<file path="src/rtl/dwsd_pkg.sv">
// Shared types, codes and helpers for the DAQ word stream deframer.
package dwsd_pkg;

    // Result kinds
    localparam logic [2:0] KIND_HEADER   = 3'd0;
    localparam logic [2:0] KIND_CHAN     = 3'd1;
    localparam logic [2:0] KIND_SAMPLE   = 3'd2;
    localparam logic [2:0] KIND_EVT_END  = 3'd3;
    localparam logic [2:0] KIND_BARRIER  = 3'd4;
    localparam logic [2:0] KIND_OVERLONG = 3'd5;
    localparam logic [2:0] KIND_BAD_FLAG = 3'd6;

    // Flag nibbles
    localparam logic [3:0] FLAG_ADC    = 4'h0;
    localparam logic [3:0] FLAG_CHAN   = 4'h4;
    localparam logic [3:0] FLAG_RESUME = 4'h5;
    localparam logic [3:0] FLAG_END    = 4'hE;

    localparam logic [15:0] BARRIER_WORD    = 16'hFFFF;
    localparam logic [15:0] MAX_SAMPLES_RST = 16'd50000;

    // Queue between front and back
    localparam int FIFO_DEPTH = 4;
    localparam int FIFO_AW    = $clog2(FIFO_DEPTH);

    // One queue entry: every result one word causes (one or two)
    typedef struct packed {
        logic [2:0]  kind0;
        logic [2:0]  kind1;
        logic        two;
        logic [23:0] event_number;
        logic [23:0] run_number;
        logic [23:0] event_size;
        logic [11:0] channel;
        logic [11:0] sample;
        logic        last_sample;
        logic [3:0]  flag;
    } entry_t;

    // hi*4095 + lo, kept to 24 bits
    function automatic logic [23:0] combine(input logic [11:0] hi, input logic [11:0] lo);
        logic [23:0] acc;
        acc = {hi, 12'd0} - {12'd0, hi};
        return acc + {12'd0, lo};
    endfunction

endpackage

</file>
<file path="src/rtl/daq_word_stream_deframer.sv">
// Top level of the DAQ word stream deframer.
//
//  channel   direction  handshake            beat contents
//  input     in         in_valid / in_stall  word
//  output    out        out_valid / out_stall kind, event_number, run_number,
//                                            event_size, channel, sample,
//                                            last_sample, flag_seen, final_of_item
//  config    in         max_samples_we       max_samples
//
// A word is taken every cycle while the 4-entry queue has room; framing state
// updates in the same cycle. Each result leaves as its own output beat, so the
// output side sets the sustained rate. A result passes through the queue and
// the held-entry register of the back part. Reset clears framing state and
// sets max_samples to 50000. in_stall rises only when the queue is full.
module daq_word_stream_deframer
(
    input  logic        clk,
    input  logic        rst_n,
    input  logic        in_valid,
    output logic        in_stall,
    input  logic [15:0] word,
    input  logic        max_samples_we,
    input  logic [15:0] max_samples,
    output logic        out_valid,
    input  logic        out_stall,
    output logic [2:0]  kind,
    output logic [23:0] event_number,
    output logic [23:0] run_number,
    output logic [23:0] event_size,
    output logic [11:0] channel,
    output logic [11:0] sample,
    output logic        last_sample,
    output logic [3:0]  flag_seen,
    output logic        final_of_item
);

    dwsd_pkg::entry_t push_data;
    dwsd_pkg::entry_t pop_data;
    logic             q_push;
    logic             q_pop;
    logic             q_full;
    logic             q_empty;

    // Word classification and state
    dwsd_front u_front
    (
        .clk            (clk),
        .rst_n          (rst_n),
        .in_valid       (in_valid),
        .in_stall       (in_stall),
        .word           (word),
        .max_samples_we (max_samples_we),
        .max_samples    (max_samples),
        .q_full         (q_full),
        .q_push         (q_push),
        .q_data         (push_data)
    );

    // Decoupling queue
    dwsd_fifo u_fifo
    (
        .clk     (clk),
        .rst_n   (rst_n),
        .push    (q_push),
        .wr_data (push_data),
        .pop     (q_pop),
        .rd_data (pop_data),
        .full    (q_full),
        .empty   (q_empty)
    );

    // Result output
    dwsd_back u_back
    (
        .clk           (clk),
        .rst_n         (rst_n),
        .q_empty       (q_empty),
        .q_data        (pop_data),
        .q_pop         (q_pop),
        .out_valid     (out_valid),
        .out_stall     (out_stall),
        .kind          (kind),
        .event_number  (event_number),
        .run_number    (run_number),
        .event_size    (event_size),
        .channel       (channel),
        .sample        (sample),
        .last_sample   (last_sample),
        .flag_seen     (flag_seen),
        .final_of_item (final_of_item)
    );

endmodule

</file>
<file path="src/rtl/dwsd_front.sv">
// Front part: takes each word, tracks framing state and builds result entries.
module dwsd_front
(
    input  logic                 clk,
    input  logic                 rst_n,
    input  logic                 in_valid,
    output logic                 in_stall,
    input  logic [15:0]          word,
    input  logic                 max_samples_we,
    input  logic [15:0]          max_samples,
    input  logic                 q_full,
    output logic                 q_push,
    output dwsd_pkg::entry_t     q_data
);

    localparam logic [1:0] PH_HEADER = 2'd0;
    localparam logic [1:0] PH_SCAN   = 2'd1;
    localparam logic [1:0] PH_ADC    = 2'd2;

    logic [1:0]  phase_reg, phase_next;
    logic [3:0]  hidx_reg, hidx_next;
    logic [11:0] size_hi_reg, size_hi_next;
    logic [11:0] num_hi_reg, num_hi_next;
    logic [11:0] run_hi_reg, run_hi_next;
    logic [23:0] evt_num_reg, evt_num_next;
    logic [23:0] run_num_reg, run_num_next;
    logic [23:0] evt_size_reg, evt_size_next;
    logic [15:0] count_reg, count_next;
    logic [11:0] chan_reg, chan_next;
    logic [15:0] max_reg;

    logic        fire;
    logic [3:0]  flag;
    logic [11:0] data;
    logic        push;
    logic [2:0]  k0, k1;
    logic        two;
    logic [11:0] smp;
    logic        last;

    assign in_stall = q_full;
    assign fire     = in_valid & ~q_full;
    assign flag     = word[15:12];
    assign data     = word[11:0];

    // Next-state and result decode for one word
    always_comb
    begin
        phase_next    = phase_reg;
        hidx_next     = hidx_reg;
        size_hi_next  = size_hi_reg;
        num_hi_next   = num_hi_reg;
        run_hi_next   = run_hi_reg;
        evt_num_next  = evt_num_reg;
        run_num_next  = run_num_reg;
        evt_size_next = evt_size_reg;
        count_next    = count_reg;
        chan_next     = chan_reg;
        push          = 1'b0;
        k0            = dwsd_pkg::KIND_HEADER;
        k1            = dwsd_pkg::KIND_HEADER;
        two           = 1'b0;
        smp           = 12'd0;
        last          = 1'b0;

        unique case (phase_reg)
            PH_SCAN:
            begin
                if (flag == dwsd_pkg::FLAG_CHAN)
                begin
                    chan_next  = data;
                    count_next = 16'd0;
                    phase_next = PH_ADC;
                    push       = 1'b1;
                    k0         = dwsd_pkg::KIND_CHAN;
                end
                else if (flag == dwsd_pkg::FLAG_END)
                begin
                    phase_next = PH_HEADER;
                    hidx_next  = 4'd0;
                    push       = 1'b1;
                    k0         = dwsd_pkg::KIND_EVT_END;
                end
                else if (flag != dwsd_pkg::FLAG_ADC)
                begin
                    push = 1'b1;
                    k0   = dwsd_pkg::KIND_BAD_FLAG;
                end
            end
            PH_ADC:
            begin
                push = 1'b1;
                if (count_reg >= max_reg)
                begin
                    phase_next = PH_HEADER;
                    hidx_next  = 4'd0;
                    count_next = 16'd0;
                    k0         = dwsd_pkg::KIND_OVERLONG;
                end
                else
                begin
                    count_next = count_reg + 16'd1;
                    k0         = dwsd_pkg::KIND_SAMPLE;
                    smp        = data;
                    last       = (flag != dwsd_pkg::FLAG_ADC);
                    if (flag != dwsd_pkg::FLAG_ADC)
                    begin
                        phase_next = PH_SCAN;
                        if (flag == dwsd_pkg::FLAG_END)
                        begin
                            phase_next = PH_HEADER;
                            hidx_next  = 4'd0;
                            two        = 1'b1;
                            k1         = dwsd_pkg::KIND_EVT_END;
                        end
                        else if (flag != dwsd_pkg::FLAG_RESUME)
                        begin
                            two = 1'b1;
                            k1  = dwsd_pkg::KIND_BAD_FLAG;
                        end
                    end
                end
            end
            default:
            begin
                // header phase, and the unused phase code
                phase_next = PH_HEADER;
                unique case (hidx_reg) inside
                    4'd0, 4'd1, 4'd2:
                    begin
                        if (word != dwsd_pkg::BARRIER_WORD)
                        begin
                            hidx_next = 4'd0;
                            push      = 1'b1;
                            k0        = dwsd_pkg::KIND_BARRIER;
                        end
                        else
                        begin
                            hidx_next = hidx_reg + 4'd1;
                        end
                    end
                    4'd4:
                    begin
                        size_hi_next = data;
                        hidx_next    = hidx_reg + 4'd1;
                    end
                    4'd5:
                    begin
                        evt_size_next = dwsd_pkg::combine(size_hi_reg, data);
                        hidx_next     = hidx_reg + 4'd1;
                    end
                    4'd6:
                    begin
                        num_hi_next = data;
                        hidx_next   = hidx_reg + 4'd1;
                    end
                    4'd7:
                    begin
                        evt_num_next = dwsd_pkg::combine(num_hi_reg, data);
                        hidx_next    = hidx_reg + 4'd1;
                    end
                    4'd8:
                    begin
                        run_hi_next = data;
                        hidx_next   = hidx_reg + 4'd1;
                    end
                    4'd9:
                    begin
                        run_num_next = dwsd_pkg::combine(run_hi_reg, data);
                        hidx_next    = hidx_reg + 4'd1;
                    end
                    4'd11:
                    begin
                        hidx_next  = 4'd0;
                        phase_next = PH_SCAN;
                        push       = 1'b1;
                        k0         = dwsd_pkg::KIND_HEADER;
                    end
                    4'd3, 4'd10:
                    begin
                        hidx_next = hidx_reg + 4'd1;
                    end
                    default:
                    begin
                        hidx_next = 4'd0;
                    end
                endcase
            end
        endcase
    end

    // Queue entry carries register values as they stand after this word
    always_comb
    begin
        q_data.kind0        = k0;
        q_data.kind1        = k1;
        q_data.two          = two;
        q_data.event_number = evt_num_next;
        q_data.run_number   = run_num_next;
        q_data.event_size   = evt_size_next;
        q_data.channel      = chan_next;
        q_data.sample       = smp;
        q_data.last_sample  = last;
        q_data.flag         = flag;
    end

    assign q_push = fire & push;

    // Framing state
    always_ff @(posedge clk or negedge rst_n)
    begin
        if (!rst_n)
        begin
            phase_reg    <= PH_HEADER;
            hidx_reg     <= 4'd0;
            size_hi_reg  <= 12'd0;
            num_hi_reg   <= 12'd0;
            run_hi_reg   <= 12'd0;
            evt_num_reg  <= 24'd0;
            run_num_reg  <= 24'd0;
            evt_size_reg <= 24'd0;
            count_reg    <= 16'd0;
            chan_reg     <= 12'd0;
        end
        else if (fire)
        begin
            phase_reg    <= phase_next;
            hidx_reg     <= hidx_next;
            size_hi_reg  <= size_hi_next;
            num_hi_reg   <= num_hi_next;
            run_hi_reg   <= run_hi_next;
            evt_num_reg  <= evt_num_next;
            run_num_reg  <= run_num_next;
            evt_size_reg <= evt_size_next;
            count_reg    <= count_next;
            chan_reg     <= chan_next;
        end
    end

    // Sample limit register
    always_ff @(posedge clk or negedge rst_n)
    begin
        if (!rst_n)
        begin
            max_reg <= dwsd_pkg::MAX_SAMPLES_RST;
        end
        else if (max_samples_we)
        begin
            max_reg <= max_samples;
        end
    end

endmodule

</file>
<file path="src/rtl/dwsd_fifo.sv">
// Short queue of result entries between the front and back parts.
module dwsd_fifo
(
    input  logic                 clk,
    input  logic                 rst_n,
    input  logic                 push,
    input  dwsd_pkg::entry_t     wr_data,
    input  logic                 pop,
    output dwsd_pkg::entry_t     rd_data,
    output logic                 full,
    output logic                 empty
);

    dwsd_pkg::entry_t                    mem_reg [dwsd_pkg::FIFO_DEPTH];
    logic [dwsd_pkg::FIFO_AW-1:0]        wr_ptr_reg, rd_ptr_reg;
    logic [dwsd_pkg::FIFO_AW:0]          count_reg, count_next;

    assign full    = (count_reg == (dwsd_pkg::FIFO_AW+1)'(dwsd_pkg::FIFO_DEPTH));
    assign empty   = (count_reg == '0);
    assign rd_data = mem_reg[rd_ptr_reg];

    // Occupancy
    always_comb
    begin
        count_next = count_reg;
        if (push && !pop)
        begin
            count_next = count_reg + 1'b1;
        end
        else if (pop && !push)
        begin
            count_next = count_reg - 1'b1;
        end
    end

    // Pointers
    always_ff @(posedge clk or negedge rst_n)
    begin
        if (!rst_n)
        begin
            wr_ptr_reg <= '0;
            rd_ptr_reg <= '0;
            count_reg  <= '0;
        end
        else
        begin
            if (push)
            begin
                wr_ptr_reg <= wr_ptr_reg + 1'b1;
            end
            if (pop)
            begin
                rd_ptr_reg <= rd_ptr_reg + 1'b1;
            end
            count_reg <= count_next;
        end
    end

    // Storage
    always_ff @(posedge clk)
    begin
        if (push)
        begin
            mem_reg[wr_ptr_reg] <= wr_data;
        end
    end

endmodule

</file>
<file path="src/rtl/dwsd_back.sv">
// Back part: drains queue entries and hands out one result beat per cycle while out_stall is low.
module dwsd_back
(
    input  logic                 clk,
    input  logic                 rst_n,
    input  logic                 q_empty,
    input  dwsd_pkg::entry_t     q_data,
    output logic                 q_pop,
    output logic                 out_valid,
    input  logic                 out_stall,
    output logic [2:0]           kind,
    output logic [23:0]          event_number,
    output logic [23:0]          run_number,
    output logic [23:0]          event_size,
    output logic [11:0]          channel,
    output logic [11:0]          sample,
    output logic                 last_sample,
    output logic [3:0]           flag_seen,
    output logic                 final_of_item
);

    dwsd_pkg::entry_t cur_reg;
    logic             valid_reg;
    logic             sel_reg;
    logic             take;
    logic             last_of_entry;

    assign take          = valid_reg & ~out_stall;
    assign last_of_entry = sel_reg | ~cur_reg.two;
    assign q_pop         = ~q_empty & (~valid_reg | (take & last_of_entry));

    // Output view of the held entry; second result has no sample
    assign out_valid     = valid_reg;
    assign kind          = sel_reg ? cur_reg.kind1 : cur_reg.kind0;
    assign event_number  = cur_reg.event_number;
    assign run_number    = cur_reg.run_number;
    assign event_size    = cur_reg.event_size;
    assign channel       = cur_reg.channel;
    assign sample        = sel_reg ? 12'd0 : cur_reg.sample;
    assign last_sample   = sel_reg ? 1'b0 : cur_reg.last_sample;
    assign flag_seen     = cur_reg.flag;
    assign final_of_item = last_of_entry;

    // Output control
    always_ff @(posedge clk or negedge rst_n)
    begin
        if (!rst_n)
        begin
            valid_reg <= 1'b0;
            sel_reg   <= 1'b0;
        end
        else if (q_pop)
        begin
            valid_reg <= 1'b1;
            sel_reg   <= 1'b0;
        end
        else if (take)
        begin
            valid_reg <= ~last_of_entry;
            sel_reg   <= ~last_of_entry;
        end
    end

    // Held entry
    always_ff @(posedge clk)
    begin
        if (q_pop)
        begin
            cur_reg <= q_data;
        end
    end

endmodule
</file>
<file path="config.mk">
export PLATFORM = sky130hd
export DESIGN_NAME = daq_word_stream_deframer
export DESIGN_NICKNAME = d
export VERILOG_FILES = /design/src/rtl/dwsd_pkg.sv /design/src/rtl/daq_word_stream_deframer.sv /design/src/rtl/dwsd_front.sv /design/src/rtl/dwsd_fifo.sv /design/src/rtl/dwsd_back.sv
export SDC_FILE = /design/constraint.sdc
export NUM_CORES = 1
export LEC_CHECK = 0
export BUFFER_PORTS_ARGS = -buffer_cell sky130_fd_sc_hd__buf_4
export CORE_UTILIZATION = 45
export CTS_BUF_LIST = sky130_fd_sc_hd__clkbuf_8
export DETAILED_ROUTE_END_ITERATION = 7
export HOLD_SLACK_MARGIN = 0.1
export PLACE_DENSITY = 0.71
export SYNTH_ARGS = -nofsm -noshare
export SYNTH_HDL_FRONTEND = slang
export SYNTH_SLANG_ARGS = --single-unit
</file>
<file path="constraint.sdc">
create_clock -name clk -period 4.7 [get_ports clk]
set_input_delay 0.94 -clock clk [delete_from_list [all_inputs] [get_ports clk]]
set_output_delay 0.94 -clock clk [all_outputs]
set_load 0.01 [all_outputs]
</file>
==> results of run 1 <==
layout by cell type (no fill, tap or decap), drive strengths merged, types with 5 or more instances in the layout:
| cell type | instances |
|---|---|
| nand2 | 264 |
| a211oi | 5 |
| dfrtp | 161 |
| clkbuf | 128 |
| nor2b | 27 |
| ha | 64 |
| nor3 | 19 |
| clkinv | 37 |
| mux2 | 65 |
| nand4 | 7 |
| nor4 | 10 |
| o31ai | 7 |
| mux4 | 107 |
| edfxtp | 535 |
| buf | 175 |
| and2 | 19 |
| nor3b | 5 |
| a21o | 8 |
| nand3 | 35 |
| nand2b | 15 |
| xor2 | 24 |
| clkinvlp | 5 |
| inv | 98 |
| a21oi | 34 |
| xnor2 | 54 |
| o21a | 11 |
| o21ai | 153 |
| nor2 | 55 |
| o211ai | 5 |
| dfstp | 6 |
layout make-up:
type | instances | area (um2) | area share
flip-flops and latches | 702 | 20300 | 0.603
multi-input cells | 1043 | 8380 | 0.249
clock buffers | 128 | 1760 | 0.0524
repair buffers | 175 | 1430 | 0.0425
well taps | 855 | 1070 | 0.0318
clock inverters | 74 | 453 | 0.0135
inverters | 70 | 265 | 0.00789
diodes | 1 | 2.50 | 0.0000744
cell families after synthesis:
group / count (synthesis)
adder cells (fa/ha/maj): 68
multiplexers: 172
AND/OR/NAND/NOR: 475
buffers and inverters: 226
XOR/XNOR: 78
AO/OA/AOI/OAI: 250
flip-flops: 702
Yosys cell counts (3+ instances only):
master | number | area [um2]
nor3b_1 | 5 | 37.5
inv_1 | 70 | 263
a211oi_1 | 5 | 37.5
nor2_1 | 54 | 203
xor2_1 | 24 | 210
nand4_1 | 7 | 43.8
buf_1 | 15 | 56.3
nor2b_1 | 27 | 169
and3_1 | 4 | 25.0
o21ai_0 | 150 | 751
o31ai_1 | 4 | 30.0
or3_1 | 4 | 25.0
o31a_1 | 4 | 35.0
nand2b_1 | 15 | 93.8
dfrtp_1 | 161 | 4030
xnor2_1 | 54 | 473
nor4_1 | 10 | 62.6
and2_1 | 16 | 100
nand3_1 | 35 | 175
o21a_1 | 11 | 82.6
buf_4 | 88 | 661
nand2_1 | 264 | 991
o31ai_2 | 3 | 37.5
a21o_1 | 8 | 60.1
clkbuf_1 | 49 | 184
nor3_1 | 19 | 95.1
o211ai_1 | 5 | 37.5
edfxtp_1 | 535 | 16100
mux4_2 | 107 | 2410
fa_1 | 4 | 80.1
and4_1 | 3 | 26.3
a21oi_1 | 33 | 165
o21ai_1 | 3 | 15.0
dfstp_2 | 6 | 158
mux2_2 | 65 | 732
ha_1 | 64 | 801
through the flow:
step           std cells  setup slack, ns   util  hold slack (ns)
6_report            3048             1.04  0.518            0.167
5_1_grt             3048            0.761  0.518            0.165
4_1_cts             3047             1.15  0.518            0.133
3_5_place_dp        2845            0.411  0.484            0.463
3_3_place_gp        2845            0.464  0.484            0.454
2_1_floorplan       1971            0.808      -            0.440
how the worst max path moves through the flow:
| stage | from | to | slack, ns | depth (start not counted) |
|---|---|---|---|---|
| final | word[0] | u_fifo.mem_reg[2][65] | 1.04 | 13 |
| after global routing | u_front.max_reg[9] | u_front.count_reg[13] | 0.76 | 10 |
| after CTS | u_front.max_reg[9] | u_front.count_reg[8] | 1.15 | 10 |
| after detailed placement | word[0] | u_fifo.mem_reg[0][65] | 0.41 | 13 |
| after global placement | word[0] | u_fifo.mem_reg[2][65] | 0.46 | 13 |
| after floorplan | out_stall | u_fifo.rd_ptr_reg[1] | 0.81 | 6 |
power breakdown:
part / total [mW] / internal [mW] / switching [mW] / leakage [nW]
sequential: 9.14 / 8.53 / 0.610 / 7.03
clock: 5.08 / 2.71 / 2.37 / 1.23
combinational: 4.33 / 1.96 / 2.37 / 4.15
layer usage:
metal / global-route usage / routed length [um]
met1: 0.249 / 26600
met2: 0.312 / 30700
met3: 0.0325 / 3090
met4: 0.0665 / 1350
met5: 0 / 0
==> impl_metrics.json, run 1 <==
{
  "hold_viol_final": 0,
  "worstSkewPairLatency_ns": 0.72,
  "synth_cell_type_count": 69,
  "grt_remaining_overflow": 0,
  "run_status": "complete, no violations",
  "finalWirelength_um": 61800,
  "r2r_cells": 11,
  "syn_inst": 1971,
  "netlist_area_um2": 29800,
  "ys_seq_elements": 702,
  "crit_family": "compound AO/OA/AOI/OAI gates",
  "async_reset_ff_frac": 0.238,
  "grt_first_pass_wirelength_um": 96300,
  "synth_top_family_by_area": "multiplexers",
  "cts_setup_buffers": 0,
  "slew_headroom": 0.374,
  "cts_sinks": 702,
  "holdBufCountCts": 0,
  "grt_setup_unrepaired": "false",
  "largest_reg_flops": 428,
  "hold_class": "input pin to async pin",
  "worst_clock_skew_ns": 0.0391,
  "grt_max_degree": 81,
  "seq_area_frac_synth": 0.679,
  "drt_iter0_markers": 1288,
  "drv_cap": 0,
  "p_per_area_nw_per_um2": 552,
  "drc": 0,
  "irDropWorstVdd_v": 0.000292,
  "die_x_um": 259,
  "die_y_um": 259,
  "worst_path_max_delay_cell": "fa_1",
  "path_clk_slew_ns": 0.07,
  "row_count": 93,
  "crit_required_ns": 5.17,
  "slowest_delay_ns": 0.45,
  "grt_pass1_vias": 16900,
  "globalplace.congestion": 0.874,
  "wl_per_cell_um": 20.3,
  "worst_slew_pin_slew_ns": 0.937,
  "crit_path_end_kind": "flop",
  "rrSetupSlack_ns": 1.13,
  "grt_usage": 0.188,
  "crit_arrival_ns": 4.12,
  "synth_warnings": 0,
  "synth_flop_cell": "edfxtp_1",
  "synth-edff-count": 535,
  "syn-num-nets": 2076,
  "final_antenna_net_count": 0,
  "post_drt_via_cell_ratio": 5.34,
  "yosys.area_share.simple": 0.0723,
  "dp_hpwl_um": 38600,
  "synth_fa_ha_area_frac": 0.0296,
  "worst-path-buf-inv": 3,
  "drive_above_1_share": 0.242,
  "io_pins": 144,
  "finalCriticalPeriod_ns": 3.66,
  "cts-htree-levels": 3,
  "nFillCells": 5296,
  "slew_viol_final": 0,
  "cts_buffer_depth": 3,
  "p_leak_nw": 12.4,
  "fin_crit_sh": 0.778,
  "dpl-instance-area_um2": 31400,
  "antenna_found_initial": 1,
  "syn_to_final_growth_pct": 12.8,
  "cts_tree": "done",
  "synth_area_per_cell_um2": 15.1,
  "vias": 16300,
  "ctsResizeCount": 0,
  "final_nets": 2205,
  "port_buffers": 143,
  "synth-compound-area-share": 0.0503,
  "synth_mux_area_frac": 0.105,
  "worst_r2r_endpoint": "u_fifo.mem_reg[2][65]",
  "numCtsBuffers": 108,
  "initial_core_util": 0.459,
  "core_area_um2": 64900,
  "setup_viol": 0,
  "cp-start-kind": "input pin",
  "drt-pass1-iter-count": 5,
  "fmax_mhz": 274,
  "synth-xor-area-share": 0.0229,
  "clk_root_buffer_cell": "clkbuf_8",
  "r2r_start": "u_front.run_hi_reg[0]",
  "die-area_um2": 67300,
  "total_power_mw": 18.5,
  "critPathKind": "input pin to flop",
  "tns_ns": 0,
  "design_area_um2": 33600,
  "crit_chain": "buf_4, inv_1, ha_1, inv_1, fa_1, a211oi_1, o21bai_1, a31o_2, a41o_1, o31ai_2, nor2b_1, xnor2_1, o21ai_0",
  "crit_path_max_fanout": 6,
  "cpMostUsedCell": "inv_1"
}
No activity file was read; power rests on OpenSTA's default activity.
==> run 2, diff against run 1 <==
Clock period 4.7 ns to 3.43 ns, I/O delays scaled along.
==> run 2 against run 1 <==
  * Non-clock buffer count rose by 61
  * First-iteration DRC count fell by 19%
  * Wire length rose by 1.6%
  * Critical path depth fell by 1
  * Sequential share of layout area fell by 1.2 points
  * Worst hold slack improved by 0.022 ns
  * Highest routed layer unchanged
==> impl_metrics.json, run 2 (same netlist as run 1, synthesis figures left out) <==
{
  "run_status": "complete, no violations",
  "crit_path_max_fanout": 6,
  "worst_slew_pin_slew_ns": 0.973,
  "timing.critical_path.from": "u_front.run_hi_reg[0]",
  "final_nets": 2263,
  "drv_cap": 0,
  "post_drt_via_cell_ratio": 5.34,
  "drt_iter0_markers": 1045,
  "finish.utilization": 0.528,
  "port_buffers": 143,
  "worstHoldStart": "max_samples[12]",
  "slew_viol_final": 0,
  "finalWirelength_um": 62800,
  "grt_remaining_overflow": 0,
  "nFillCells": 5272,
  "grt_first_pass_wirelength_um": 98800,
  "total_power_mw": 26.0,
  "worst_clock_skew_ns": 0.0472,
  "crit_path_end_kind": "flop",
  "critPathKind": "flop to flop",
  "fin_crit_sh": 0.923,
  "r2r_start": "u_front.run_hi_reg[0]",
  "syn_to_final_growth_pct": 15.0,
  "p_per_area_nw_per_um2": 757,
  "die-area_um2": 67300,
  "cts_sinks": 702,
  "largest_reg_flops": 428,
  "tns_ns": 0,
  "numCtsBuffers": 105,
  "final_antenna_net_count": 0,
  "cts_tree": "done",
  "initial_core_util": 0.459,
  "core_area_um2": 64900,
  "setup_viol": 0,
  "dp_hpwl_um": 40300,
  "slew_headroom": 0.350,
  "io_pins": 144,
  "design_area_um2": 34300,
  "antenna_found_initial": 2,
  "p_leak_nw": 12.8,
  "dpl-instance-area_um2": 32000,
  "grt_pass1_vias": 17400,
  "drive_above_1_share": 0.267,
  "hold_viol_final": 0,
  "hold_class": "input pin to flop",
  "final_cell_mix": "edfxtp_1, nand2_1, buf_4",
  "drc": 0,
  "placed_cells": 2905,
  "globalplace.congestion": 0.893,
  "fin_cells": 3106,
  "vias": 16600,
  "final_common_cell": "edfxtp_1",
  "worstSkewPairLatency_ns": 0.73,
  "grt_setup_unrepaired": "false",
  "cts-htree-levels": 3,
  "clk_root_buffer_cell": "clkbuf_8",
  "drt-pass1-iter-count": 5,
  "die_y_um": 259,
  "cp-start-kind": "flop",
  "grt_usage": 0.193,
  "crit_arrival_ns": 3.63,
  "cts_buffer_depth": 3,
  "die_x_um": 259,
  "row_count": 93,
  "grt_max_degree": 72,
  "irDropWorstVdd_v": 0.000454,
  "path_clk_slew_ns": 0.07,
  "finalCriticalPeriod_ns": 3.17,
  "fmax_mhz": 316,
  "wl_per_cell_um": 20.2,
  "crit_required_ns": 3.89
}
[run 2: changes by cell type in the layout (fill, tap and decap cells not counted), sizes merged]
cell	before	now
inv	98	96
clkbuf	128	121
diode	1	2
clkinv	37	34
dlygate4sd3	0	1
bufinv	4	11
clkinvlp	5	6
buf	175	235
[run 2: what timing repair did]
item,4_1_cts,5_1_grt
endpoints found under the hold margin,56,0
hold buffers,1,0
gates resized for setup,0,0
buffers inserted,0,0
[run 2: through the flow]
step	hold WS (ns)	worst slack, ns
finish	0.189	0.265
global route	0.152	0.00757
CTS	0.121	0.290
detailed placement	0.462	-0.312
global placement	0.453	-0.283
floorplan	0.390	0.0436
[run 2: routing by layer]
layer	vias to the layer above	global-route usage	part of all wire
li1	7610	-	-
met1	8387	0.254	0.43
met2	461	0.322	0.50
met3	113	0.0298	0.049
met4	0	0.0730	0.026
met5	-	0	0
[run 2: power breakdown]
part / internal [mW] / total [mW] / switching [mW] / leakage [nW]
Clock: 4.09 / 7.32 / 3.23 / 1.28
Sequential: 11.7 / 12.2 / 0.534 / 7.03
Combinational: 2.83 / 6.42 / 3.59 / 4.47
[run 2: area by class of cell]
type / count / area (um2) / share of cell area
Multi-Input combinational cell: 1043 / 8380 / 0.244
Timing Repair Buffer: 236 / 1990 / 0.0581
Clock buffer: 121 / 1670 / 0.0486
Sequential cell: 702 / 20300 / 0.591
Antenna cell: 2 / 5.00 / 0.000146
Clock inverter: 77 / 651 / 0.0190
Inverter: 70 / 267 / 0.00777
Tap cell: 855 / 1070 / 0.0312
[run 2: final timing paths]
check                                           end  slack [ns]  cells past startpoint
max                           u_fifo.mem_reg[1][67]        0.26                     12
max reg2reg                   u_fifo.mem_reg[1][67]        0.26                     12
min                             u_front.max_reg[12]        0.19                      3
min in group asynchronous       u_front.max_reg[10]        0.58                      2
min reg2reg                 u_front.evt_size_reg[4]        0.48                      2
max in group asynchronous  u_front.evt_size_reg[10]        2.07                      3
[run 2: worst max-delay path, cell delays in order, from the launching register on]
cell and delay [ns]:
dfrtp_1 0.38, ha_1 0.17, inv_1 0.06, fa_1 0.42
a211oi_1 0.25, o21bai_1 0.14, a31o_2 0.27, a41o_1 0.26
o31ai_2 0.17, buf_4 0.17, nand3_1 0.09, xnor2_1 0.15
o21ai_0 0.36
